==> src/rtl/core/scl_pkg.sv <==
// shared types and constants for the sector cache lru controller
package scl_pkg;

    localparam logic [1:0] KIND_READ  = 2'd0;
    localparam logic [1:0] KIND_WRITE = 2'd1;
    localparam logic [1:0] KIND_FREE  = 2'd2;
    localparam logic [1:0] KIND_FLUSH = 2'd3;

    localparam logic [1:0] ACT_HIT       = 2'd0;
    localparam logic [1:0] ACT_FILL      = 2'd1;
    localparam logic [1:0] ACT_WRITEBACK = 2'd2;
    localparam logic [1:0] ACT_DONE      = 2'd3;

    localparam int SECTOR_BITS = 32;

    // what the controller tells the datapath in one cycle
    typedef struct packed {
        logic load_req;    // capture request and run the tag lookup
        logic touch_hit;   // hit: mark most recent, set dirty on write
        logic fill;        // miss: install request in the victim slot
        logic free_slot;   // invalidate the matching slot
        logic scan_start;  // flush: reset the walk pointer
        logic scan_step;   // flush: advance past the current slot
        logic scan_clean;  // flush: clean the current slot
    } dp_cmd_t;

    // what the datapath reports back
    typedef struct packed {
        logic       is_hit;
        logic       victim_dirty;
        logic       scan_dirty;
        logic       scan_end;
        logic       any_dirty_ahead;
    } dp_stat_t;

endpackage

==> src/rtl/core/scl_control.sv <==
// request sequencer and result word register
module scl_control #(
    parameter int SLOTS       = 64,
    parameter int DEVICE_BITS = 3
) (
    input  logic                            aclk,
    input  logic                            aresetn,
    input  logic                            s_valid,
    output logic                            s_ready,
    input  logic [1:0]                      s_kind,
    output logic                            m_valid,
    input  logic                            m_ready,
    output logic [1:0]                      m_action,
    output logic [$clog2(SLOTS)-1:0]        m_slot_index,
    output logic [DEVICE_BITS-1:0]          m_out_device,
    output logic [scl_pkg::SECTOR_BITS-1:0] m_out_sector,
    output logic                            m_found,
    output logic                            m_last,
    output scl_pkg::dp_cmd_t                cmd,
    input  scl_pkg::dp_stat_t               stat,
    input  logic [$clog2(SLOTS)-1:0]        hit_idx,
    input  logic [$clog2(SLOTS)-1:0]        victim_idx,
    input  logic [$clog2(SLOTS)-1:0]        scan_idx,
    input  logic [DEVICE_BITS-1:0]          req_device,
    input  logic [scl_pkg::SECTOR_BITS-1:0] req_sector,
    input  logic [DEVICE_BITS-1:0]          victim_device,
    input  logic [scl_pkg::SECTOR_BITS-1:0] victim_sector,
    input  logic [DEVICE_BITS-1:0]          scan_device,
    input  logic [scl_pkg::SECTOR_BITS-1:0] scan_sector
);
    typedef enum logic [2:0] {
        ST_IDLE, ST_PICK, ST_DECIDE, ST_FILL, ST_FLUSH, ST_WAIT
    } state_t;

    localparam int IW = $clog2(SLOTS);

    state_t                          state_reg;
    logic [1:0]                      kind_reg;
    logic                            any_wb_reg;
    logic                            m_valid_reg;
    logic [1:0]                      act_reg;
    logic [IW-1:0]                   slot_reg;
    logic [DEVICE_BITS-1:0]          dev_reg;
    logic [scl_pkg::SECTOR_BITS-1:0] sec_reg;
    logic                            found_reg;
    logic                            last_reg;
    logic                            out_free;
    logic                            word_load;

    assign out_free = !m_valid_reg || m_ready;
    assign s_ready  = state_reg == ST_IDLE;

    // datapath commands and result word load follow the state
    always_comb begin
        cmd = '0;
        word_load = 1'b0;
        cmd.load_req = s_valid && s_ready;
        unique case (state_reg)
            ST_IDLE: cmd.scan_start = 1'b1;
            ST_DECIDE: begin
                if (out_free) begin
                    word_load = 1'b1;
                    if (kind_reg == scl_pkg::KIND_FREE) begin
                        cmd.free_slot = stat.is_hit;
                    end else if (stat.is_hit) begin
                        cmd.touch_hit = 1'b1;
                    end else if (!stat.victim_dirty) begin
                        cmd.fill = 1'b1;
                    end
                end
            end
            ST_FILL: begin
                cmd.fill  = out_free;
                word_load = out_free;
            end
            ST_FLUSH: begin
                if (out_free) begin
                    cmd.scan_step  = 1'b1;
                    cmd.scan_clean = stat.scan_dirty;
                    word_load      = stat.scan_dirty || (stat.scan_end && !any_wb_reg);
                end
            end
            default: ;
        endcase
    end

    // sequencer and result word
    always_ff @(posedge aclk) begin
        if (!aresetn) begin
            state_reg   <= ST_IDLE;
            m_valid_reg <= 1'b0;
            any_wb_reg  <= 1'b0;
        end else begin
            m_valid_reg <= word_load || (m_valid_reg && !m_ready);
            unique case (state_reg)
                ST_IDLE: begin
                    if (s_valid) begin
                        kind_reg   <= s_kind;
                        any_wb_reg <= 1'b0;
                        state_reg  <= ST_PICK;
                    end
                end
                ST_PICK: begin
                    state_reg <= (kind_reg == scl_pkg::KIND_FLUSH) ? ST_FLUSH : ST_DECIDE;
                end
                ST_DECIDE: begin
                    if (out_free) begin
                        if (kind_reg == scl_pkg::KIND_FREE) begin
                            act_reg   <= scl_pkg::ACT_DONE;
                            slot_reg  <= stat.is_hit ? hit_idx : '0;
                            dev_reg   <= '0;
                            sec_reg   <= '0;
                            found_reg <= stat.is_hit;
                            last_reg  <= 1'b1;
                            state_reg <= ST_IDLE;
                        end else if (stat.is_hit) begin
                            act_reg   <= scl_pkg::ACT_HIT;
                            slot_reg  <= hit_idx;
                            dev_reg   <= req_device;
                            sec_reg   <= req_sector;
                            found_reg <= 1'b0;
                            last_reg  <= 1'b1;
                            state_reg <= ST_IDLE;
                        end else if (stat.victim_dirty) begin
                            act_reg   <= scl_pkg::ACT_WRITEBACK;
                            slot_reg  <= victim_idx;
                            dev_reg   <= victim_device;
                            sec_reg   <= victim_sector;
                            found_reg <= 1'b0;
                            last_reg  <= 1'b0;
                            state_reg <= ST_FILL;
                        end else begin
                            act_reg   <= scl_pkg::ACT_FILL;
                            slot_reg  <= victim_idx;
                            dev_reg   <= req_device;
                            sec_reg   <= req_sector;
                            found_reg <= 1'b0;
                            last_reg  <= 1'b1;
                            state_reg <= ST_IDLE;
                        end
                    end
                end
                ST_FILL: begin
                    if (out_free) begin
                        act_reg     <= scl_pkg::ACT_FILL;
                        slot_reg    <= victim_idx;
                        dev_reg     <= req_device;
                        sec_reg     <= req_sector;
                        found_reg   <= 1'b0;
                        last_reg    <= 1'b1;
                        state_reg   <= ST_IDLE;
                    end
                end
                ST_FLUSH: begin
                    if (out_free) begin
                        found_reg <= 1'b0;
                        if (stat.scan_dirty) begin
                            any_wb_reg  <= 1'b1;
                            act_reg     <= scl_pkg::ACT_WRITEBACK;
                            slot_reg    <= scan_idx;
                            dev_reg     <= scan_device;
                            sec_reg     <= scan_sector;
                            last_reg    <= stat.scan_end || !stat.any_dirty_ahead;
                            if (stat.scan_end || !stat.any_dirty_ahead) begin
                                state_reg <= ST_WAIT;
                            end
                        end else if (stat.scan_end) begin
                            if (!any_wb_reg) begin
                                act_reg     <= scl_pkg::ACT_DONE;
                                slot_reg    <= '0;
                                dev_reg     <= '0;
                                sec_reg     <= '0;
                                last_reg    <= 1'b1;
                            end
                            state_reg <= ST_WAIT;
                        end
                    end
                end
                ST_WAIT: state_reg <= ST_IDLE;
                default: state_reg <= ST_IDLE;
            endcase
        end
    end

    assign m_valid      = m_valid_reg;
    assign m_action     = act_reg;
    assign m_slot_index = slot_reg;
    assign m_out_device = dev_reg;
    assign m_out_sector = sec_reg;
    assign m_found      = found_reg;
    assign m_last       = last_reg;
endmodule

==> config.mk <==
export PLATFORM = sky130hd
export DESIGN_NAME = scl_control
export DESIGN_NICKNAME = d
export VERILOG_FILES = /design/src/rtl/core/scl_pkg.sv /design/src/rtl/core/scl_control.sv
export SDC_FILE = /design/constraint.sdc
export NUM_CORES = 1
export LEC_CHECK = 0
export BUFFER_PORTS_ARGS = -buffer_cell sky130_fd_sc_hd__buf_2
export CAP_MARGIN = 20
export CORE_MARGIN = 2
export CORE_UTILIZATION = 45
export DETAILED_ROUTE_END_ITERATION = 7
export HOLD_SLACK_MARGIN = 0.05
export MAX_ROUTING_LAYER = met4
export PLACE_DENSITY_LB_ADDON = 0.12
export SLEW_MARGIN = 5
export SYNTH_ARGS = -nofsm -noshare
export SYNTH_HDL_FRONTEND = slang
export SYNTH_SLANG_ARGS = --single-unit
export TNS_END_PERCENT = 5
==> constraint.sdc <==
create_clock -name aclk -period 6.1 [get_ports aclk]
set_input_delay 0.305 -clock aclk [delete_from_list [all_inputs] [get_ports aclk]]
set_output_delay 0.305 -clock aclk [all_outputs]
set_load 0.01 [all_outputs]
======== Yosys cells after proc, flatten, opt, wreduce, memory -nomap -nowiden ========
Cells that the tools add are included.
storage, ports and cells
  register bits ........................... 52
  bits of input ports ..................... 134
  logic and storage cells ................. 129
cells by class
  equality and inequality tests ........... 15
  mux-type cells .......................... 83
  reduce and logical (&&, ||, !) cells .... 21
operators with widths
  cell                                                              count
  32-bit 2-to-1 mux                                                 9
  32-bit one-hot mux with 3 select lines                            1
  3-bit 2-to-1 mux                                                  18
  6-bit 2-to-1 mux                                                  9
  2-bit 2-to-1 mux                                                  15
  1-bit 2-to-1 mux                                                  22
  6-bit one-hot mux with 3 select lines                             1
  3-bit one-hot mux with 5 select lines                             1
  2-bit inequality test (second input constant)                     5
  3-bit inequality test (second input constant)                     3
  3-bit one-hot mux with 3 select lines                             1
  4-bit AND reduction                                               2
  7-bit AND reduction                                               1
  3-bit by 2-bit == test with 1-bit output (second input constant)  2
  1-bit one-hot mux with 2 select lines                             3
  1-bit one-hot mux with 3 select lines                             2
  2-bit one-hot mux with 3 select lines                             1
  6-bit AND reduction                                               1
  2-bit == test (second input constant)                             2
  1-bit logical NOT                                                 4
  1-bit logical OR                                                  4
  2-bit nonzero test                                                2
  3-bit by 1-bit == test with 1-bit output (second input constant)  1
  3-bit == test (second input constant)                             1
  6 further kinds                                                   8

======== Longest topological paths before layout ========
Gate-level depths: netlist of run 1.
  depth after elaboration ................. 6
  depth in mapped cells ................... 7

======== Least setup slack after synthesis of run 1 ========
No wires, ideal clock.
  path kind ............................... register -> register
  start point ............................. register state_reg[1]
  end point ............................... register act_reg[0] (netlist: m_action[0]), enable pin
  library setup time ...................... 0.451 ns
  arrival time ............................ 2.976 ns
  required time ........................... 5.649 ns
  slack ................................... 2.673 ns
  cell stages (with the launch flop) ...... 6
  buffers on the path ..................... 1
  period minus slack after synthesis ...... 3.427 ns
  cells stage by stage .................... dfxtp_1 clkbuf_1 nor2_1 nand2_1 o21ai_0 nor2b_1
on the way
  cells in the longest elaborated chain, start to end .. 3
  elaborated cells on any way between the ends .. 10
ends and longest elaborated chain
  item                                                                       RTL line            source
  start: declaration                                                         scl_control.sv:37   state_t state_reg;
  start signal: assignment                                                   scl_control.sv:104  state_reg <= (kind_reg == scl_pkg::KIND_FLUSH) ? ST_FLUSH : ST_DECIDE;
  3-bit == test or 3-bit by 2-bit == test with 1-bit output (tied branches)  scl_control.sv:95   unique case (state_reg)
  3-bit inequality test (no line) (tied with other cells)                    n/a
  7-bit AND reduction (no line) *                                            n/a
  end signal: assignment                                                     scl_control.sv:109  act_reg <= scl_pkg::ACT_DONE;
  end signal: assignment                                                     scl_control.sv:117  act_reg <= scl_pkg::ACT_HIT;
  end signal: assignment                                                     scl_control.sv:125  act_reg <= scl_pkg::ACT_WRITEBACK;
  end: declaration                                                           scl_control.sv:41   logic [1:0] act_reg;
Every way passes the cells marked *; elsewhere a longest branch is shown, timed or not.
A chain may end at the register's enable or synchronous reset.

======== Worst setup path in the final report of run 1 ========
  start point ............................. register state_reg[1]
  end point ............................... register sec_reg (netlist bit m_out_sector[8]) (data pin)
on the way
  cells in the longest elaborated chain, start to end .. 2
  elaborated cells on any way between the ends .. 4
ends and longest elaborated chain
  item                                                                       RTL line            source
  3-bit == test or 3-bit by 2-bit == test with 1-bit output (tied branches)  scl_control.sv:95
  32-bit one-hot mux with 3 select lines *                                   scl_control.sv:95
  end signal: assignment                                                     scl_control.sv:120  sec_reg <= req_sector;
  end signal: assignment                                                     scl_control.sv:128  sec_reg <= victim_sector;
  end signal: assignment                                                     scl_control.sv:136  sec_reg <= req_sector;
  end: declaration                                                           scl_control.sv:44   logic [scl_pkg::SECTOR_BITS-1:0] sec_reg;
Marks and branches as above.

==> results.md, run 1 <==
* Largest area contributor in the netlist: edfxtp_1
* Die Y at slightly above 80 um
* LEAKAGE at 0.00193 uW
* Data arrival at the endpoint of the critical path at approximately 2.7 ns
* Top cells by area in the synthesized netlist: edfxtp_1 (53%), a22o_1 (11%), a21o_1 (9.8%)
* Most used standard cell by instance count after synthesis: edfxtp_1
* Count of boundary I/O pins at 188
* Net count of the mapped netlist at 350
* Compound-cell area share of the yosys netlist at 0.287
* Post-synthesis share of cell area spent on and, or, nand and nor gates at 0.100
* Register clock-pin slew on the reported worst setup and hold paths at about 0.090 ns
* Total clock buffers created by CTS at 5
* Leading post-synthesis cells by instance count: edfxtp_1 (47), a21o_1 (35), a22o_1 (35), nor2_1 (11), and3_1 (9)
* Final-report max-slew violation count at 0
* NumNets Final at about 530
* Setup-failing EPs final at 0
* Cell row count at 28
* Antenna-violating nets left at 0
* Worst-margin pin slew at 0.954 ns
* GRT busiest layer: met2
* Relative slew margins at 0.364
* Post-detailed-route DRC marker count at 0
* Met3 GRT Util at 0.0522
* Die X at between 80 and 90 um
* Pin count of the biggest net entering global routing at 38
* Flip-flop cell with the highest count after synthesis: edfxtp_1
* Critical Path Fanout Max at 20
* Setup repair after global routing missed its margin: false
* Vias per inst at between 5 and 6
* Global-route usage over all layers at 0.225
* Routed Wire Length at about 7500 um
* Average instance area after synthesis at ~12 um^2
* Design Area, Final at between 3000 and 4000 um^2
* Maximum VDD drop at around 0.00013 V
* Final period demand of the worst path at roughly 2.5 ns
* Post-synthesis instance total at 216
* Power per unit of standard cell area at between 200 and 300 nW/um^2
* Number of flip-flops under the largest register name at 32
* DP Wirelength at between 5000 and 6000 um
* CTS Root Buffer Type: clkbuf_8
* Classification of the worst-slack hold path: in -> reg
* Worst-case clock skew at 0.00517 ns
* Post-route clock period utilization at 0.406
* Area of the mapped netlist at between 2000 and 3000 um^2
* Synth-to-Final Area Change at 40.3%
* Drt wl/cell at ~16 um
* Core region area at roughly 6000 um^2
* Fraction of synthesized area in multiplexers at 0.00372
* Run status: finished clean
* Fraction of layout cells with a size suffix above 1 at 0.509
* Maximum count of clock buffers along a single path at 2
* Met2 Track Usage GR at 0.388
* Wire length of the first global-routing pass at approximately 11000 um
* Netlist cell types at 31
* Hold buffer count at CTS at 0
* Total power at between 900 and 1000 uW
* Total number of vias at roughly 2.5k
* Setup Crit Path Kind: reg -> reg
* Overall die area at approximately 6600 um^2
* Pre-antenna DRT Iters at 5
* Global placement routability congestion at approximately 0.90
* Drt first-iter violations at between 100 and 150
* Portion of synthesized cell area occupied by the leading cell type at 0.525
* Number of placed instances with taps included at between 400 and 500
* Standard cell with the maximum stage delay on the critical path: a2111oi_4
* Crit path setup slack, layout at around 3.6 ns
* Number of enable flip-flop cells after synthesis at 47
* Synthesized flop and latch total at 52
* Total number of H-tree levels at 2
* Setup Slack @ Placement at 3.59 ns
* Cell area after placement at 3660 um^2
* Total Neg Setup Slack at 0 ns
* Arithmetic-cell share of the synthesized area counting full adders, half adders and majority gates at 0
* GRT overflow at 0
* Sequential element share of the synthesized area at 0.562
* Crit path cell chain: nor3b_4 -> a2111oi_4 -> buf_4 -> a22o_1 -> a21o_1
* Setup Buffers After CTS at 0
* Number of global-route vias before repair at 2362
* Total buffers and inverters traversed by the critical path at 1
* Fraction of registers with async set/reset at 0
* Global routing usage on met1 at 0.265
* Peak Freq at ~0.40 GHz
* Number of antenna violations at the first check in global routing at 0
* Number of warning messages in the yosys log at 0
* Data required time at the worst endpoint at around 6.3 ns
* Antenna fix cells at 0
* Port buffer count at 187
* Largest family of logic cells by synthesized area: compound AO/OA/AOI/OAI gates
* Critical Path Start Type: register
* Share of the synthesized netlist area taken by xor and xnor gates at 0
* Critical Path Sink Type: register
* Resized Gates After CTS at 0
* CTS tree: built
* Worst path max stage delay at slightly below 0.9 ns
* Latest clock arrival within the worst-skew pair at around 0.30 ns
* Clock sinks at 52
* Max Cap Violations at 0
* Starting density of the core at 0.459
* Final count of hold timing violations at 0
* Post-layout instance count excluding filler cells at about 470
* Cell family with most CP delay: compound AO/OA/AOI/OAI gates
* Register-to-Register Setup Slack at around 3.6 ns
-- logic make-up (layout without fill, tap and decap cells) --
group	count (synthesis)	in the layout
AOI/OAI and AO/OA	96	96
DFF	52	52
buffers and inverters	21	204
muxes	1	1
and+or+nand+nor	46	46
-- final cells by class --
cell class | instances | area, um^2
clock buffers | 6 | 72.6
clock inverters | 2 | 35.0
fillers | 501 | 2080
inverters | 5 | 18.8
multi-input cells | 143 | 1060
flip-flops and latches | 52 | 1510
well taps | 75 | 93.8
repair buffers | 191 | 978
-- worst reg2reg max path, cell delays in order (launching register included) --
cell and delay [ns]:
dfxtp_1 0.63, nor3b_4 0.15, a2111oi_4 0.89, buf_4 0.40
a22o_1 0.20, a21o_1 0.08
-- layer usage --
layer | part of all wire | vias to the layer above
met1 | 0.39 | 1183
li1 | - | 1210
met5 | 0 | -
met3 | 0.083 | 12
met4 | 0.010 | 0
met2 | 0.52 | 127
-- per-stage QoR --
| step | utilization | hold WS [ns] |
|---|---|---|
| 2_1_floorplan | - | 0.404 |
| 3_3_place_gp | 0.623 | 0.482 |
| 3_5_place_dp | 0.626 | 0.484 |
| 4_1_cts | 0.645 | 0.167 |
| 5_1_grt | 0.645 | 0.159 |
| 6_report | 0.645 | 0.175 |
-- report_power, final --
group | switching, uW | internal, uW | total, uW
Clock | 112 | 122 | 234
Sequential | 20.3 | 437 | 457
Combinational | 140 | 129 | 269
Total | 272 | 688 | 960
-- path summary, 6_finish.rpt --
check / start / to / cells past startpoint
max reg2reg: state_reg[1] / m_out_sector[8] / 5
min: s_kind[1] / kind_reg[1] / 1
max: state_reg[1] / m_out_sector[8] / 5
min reg2reg: any_wb_reg / any_wb_reg / 2
-- layout by cell type (no fill, tap or decap), types with 2 or more instances in the layout --
cell        n
buf_2     187
edfxtp_1   47
a22o_1     35
a21o_1     35
nor2_1     10
and3_1      9
a21oi_1     8
nand2b_1    7
a221o_1     6
inv_1       5
dfxtp_1     5
clkbuf_8    5
a31oi_1     4
nor2b_1     3
nand2_1     3
nand3_1     3
buf_4       3
nor2b_4     2
and2_1      2
nor3_1      2
o21a_1      2
o31ai_1     2
nor3b_1     2
No activity file was read; power rests on OpenSTA's default activity.
==> inputs of run 2 (changes only) <==
Settings changed: CORE_UTILIZATION 45 to 41.
Clock period 6.1 ns to 2.6 ns, I/O delays scaled along.
==> results.md, run 2 (synthesis results as in run 1) <==
* Post-route clock period utilization at 0.790 (was 0.406)
* Classification of the worst-slack hold path: in -> reg (unchanged)
* Setup Slack @ Placement at 0.588 ns (was 3.59 ns)
* Overall die area at 7220 um^2 (was 6610 um^2)
* Antenna-violating nets left at 0 (unchanged)
* NumNets Final at 536 (was 532)
* Highest-count cells in the layout ignoring fill and taps: buf_2 (187), edfxtp_1 (47), a22o_1 (35), a21o_1 (35), nor2_1 (10) (unchanged)
* DP Wirelength at 5690 um (was 5720 um)
* Maximum count of clock buffers along a single path at 2 (unchanged)
* Global-route usage over all layers at 0.202 (was 0.225)
* Cell area after placement at 3680 um^2 (was 3660 um^2)
* Routed Wire Length at 7320 um (was 7460 um)
* Die Y at 85.0 um (was 81.3 um)
* Die X at 85.0 um (was 81.3 um)
* Power per unit of standard cell area at 566 nW/um^2 (was 255 nW/um^2)
* Crit path cell chain: nor2_1 -> nand2_1 -> o21ai_0 -> nor2b_4 -> buf_12 (was nor3b_4 -> a2111oi_4 -> buf_4 -> a22o_1 -> a21o_1)
* Setup repair after global routing missed its margin: false (unchanged)
* Register clock-pin slew on the reported worst setup and hold paths at 0.09 ns (about the same)
* Drt first-iter violations at 76 (was 107)
* GRT overflow at 0 (unchanged)
* Global placement routability congestion at 0.892 (was 0.901)
* GRT busiest layer: met2 (unchanged)
* Startpoint of the worst setup timing path: state_reg[1] (unchanged)
* LEAKAGE at 0.00194 uW (was 0.00193 uW)
* Latest clock arrival within the worst-skew pair at 0.30 ns (about the same)
* Post-detailed-route DRC marker count at 0 (unchanged)
* Clock sinks at 52 (unchanged)
* Pin count of the biggest net entering global routing at 38 (unchanged)
* CTS Root Buffer Type: clkbuf_8 (unchanged)
* Number of global-route vias before repair at 2436 (was 2362)
* Met2 Track Usage GR at 0.371 (was 0.388)
* CTS tree: built (unchanged)
* Launch instance of the worst register-to-register path: state_reg[1] (unchanged)
* Peak Freq at 0.487 GHz (was 0.404 GHz)
* Port buffer count at 187 (unchanged)
* Crit path setup slack, layout at 0.547 ns (was 3.62 ns)
* Global routing usage on met1 at 0.217 (was 0.265)
* Relative slew margins at 0.615 (was 0.364)
* Final-report max-slew violation count at 0 (unchanged)
* Number of flip-flops under the largest register name at 32 (unchanged)
* Run status: finished clean (unchanged)
* Worst-margin pin slew at 0.576 ns (was 0.954 ns)
* Met3 GRT Util at 0.0379 (was 0.0522)
* Drt wl/cell at 15.3 um (was 15.7 um)
* Min-delay src: req_sector[23] (was s_kind[1])
* Synth-to-Final Area Change at 40.6% (was 40.3%)
* Fraction of layout cells with a size suffix above 1 at 0.507 (was 0.509)
* Data arrival at the endpoint of the critical path at 2.05 ns (was 2.66 ns)
* Critical Path Fanout Max at 33 (was 20)
* Setup Buffers After CTS at 0 (unchanged)
* Critical Path Sink Type: register (unchanged)
* Starting density of the core at 0.423 (was 0.459)
* Number of antenna violations at the first check in global routing at 0 (unchanged)
* Worst-case clock skew at 0.00763 ns (was 0.00517 ns)
* Final period demand of the worst path at 2.05 ns (was 2.48 ns)
* Worst path max stage delay at 0.47 ns (was 0.89 ns)
* Total Neg Setup Slack at 0 ns (unchanged)
* Count of boundary I/O pins at 188 (unchanged)
* Cell row count at 29 (was 28)
* Critical Path Start Type: register (unchanged)
* Data required time at the worst endpoint at 2.60 ns (was 6.28 ns)
* Final count of hold timing violations at 0 (unchanged)
* Standard cell with the maximum stage delay on the critical path: dfxtp_1 (was a2111oi_4)
* Design Area, Final at 3780 um^2 (was 3770 um^2)
* Most common cell after layout, fill and taps aside: buf_2 (unchanged)
* Max Cap Violations at 0 (unchanged)
* Vias per inst at 5.22 (was 5.34)
* Total number of H-tree levels at 2 (unchanged)
* Wire length of the first global-routing pass at 11200 um (was 11000 um)
* Pre-antenna DRT Iters at 5 (unchanged)
* Total number of vias at 2499 (was 2532)
* Setup Crit Path Kind: reg -> reg (unchanged)
* Total clock buffers created by CTS at 5 (unchanged)
* Setup-failing EPs final at 0 (unchanged)
* Core region area at 6350 um^2 (was 5850 um^2)
* Antenna fix cells at 0 (unchanged)
* Maximum VDD drop at 0.000399 V (was 0.000126 V)
## run 2: cell types whose count changed in the layout (fill, tap and decap cells not counted), sizes merged
| cell | delta |
|---|---|
| dlygate4sd3 | +2 |
| bufinv | -1 |
| buf | +2 |
## run 2: path summary, 6_finish.rpt
| check | slack [ns] | to | depth (start not counted) |
|---|---|---|---|
| setup / recovery | 0.55 | m_out_sector[7] | 5 |
| hold / removal | 0.09 | m_out_sector[23] | 2 |
| setup reg to reg | 0.55 | m_out_sector[7] | 5 |
| hold reg to reg | 0.51 | any_wb_reg | 2 |
## run 2: layout make-up
type / instances / area [um^2]
Clock buffer: 6 / 72.6
Inverter: 5 / 18.8
Timing Repair Buffer: 195 / 1010
Sequential cell: 52 / 1510
Multi-Input combinational cell: 143 / 1060
Tap cell: 77 / 96.3
Clock inverter: 1 / 5.00
Fill cell: 549 / 2570
## run 2: metrics by stage
step                      utilization  std cells  total power (uW)  hold slack, ns
after floorplan                     -        216              1490           0.229
after CTS                       0.595        479              2160          0.0803
after detailed placement        0.580        470              1730           0.309
final                           0.595        479              2140          0.0927
after global placement          0.580        470              1720           0.307
after global routing            0.595        479              2250          0.0876
## run 2: power by group
group	total [uW]	leakage (uW)	switching, uW	internal (uW)
clock network	427	0.0000410	243	183
registers	1070	0.000473	44.7	1020
logic	642	0.00142	330	312
total	2140	0.00194	618	1520
## run 2: worst max-delay path, delay by kind of cell (launching register included)
family	cells	cell delay, ns
AND/OR/NAND/NOR	3	0.74
AO/OA/AOI/OAI	1	0.28
flip-flops	1	0.47
buffers and inverters	1	0.26
## run 2: metal layers
layer	up-vias	routed length (um)
met3	8	423
li1	1218	-
met4	0	103
met5	-	0
met2	94	3880
met1	1179	2910
## run 2: what timing repair did
action                                 4_1_cts  5_1_grt
resized for setup                            0        0
endpoints found under the hold margin        2        0
hold buffers                                 2        0
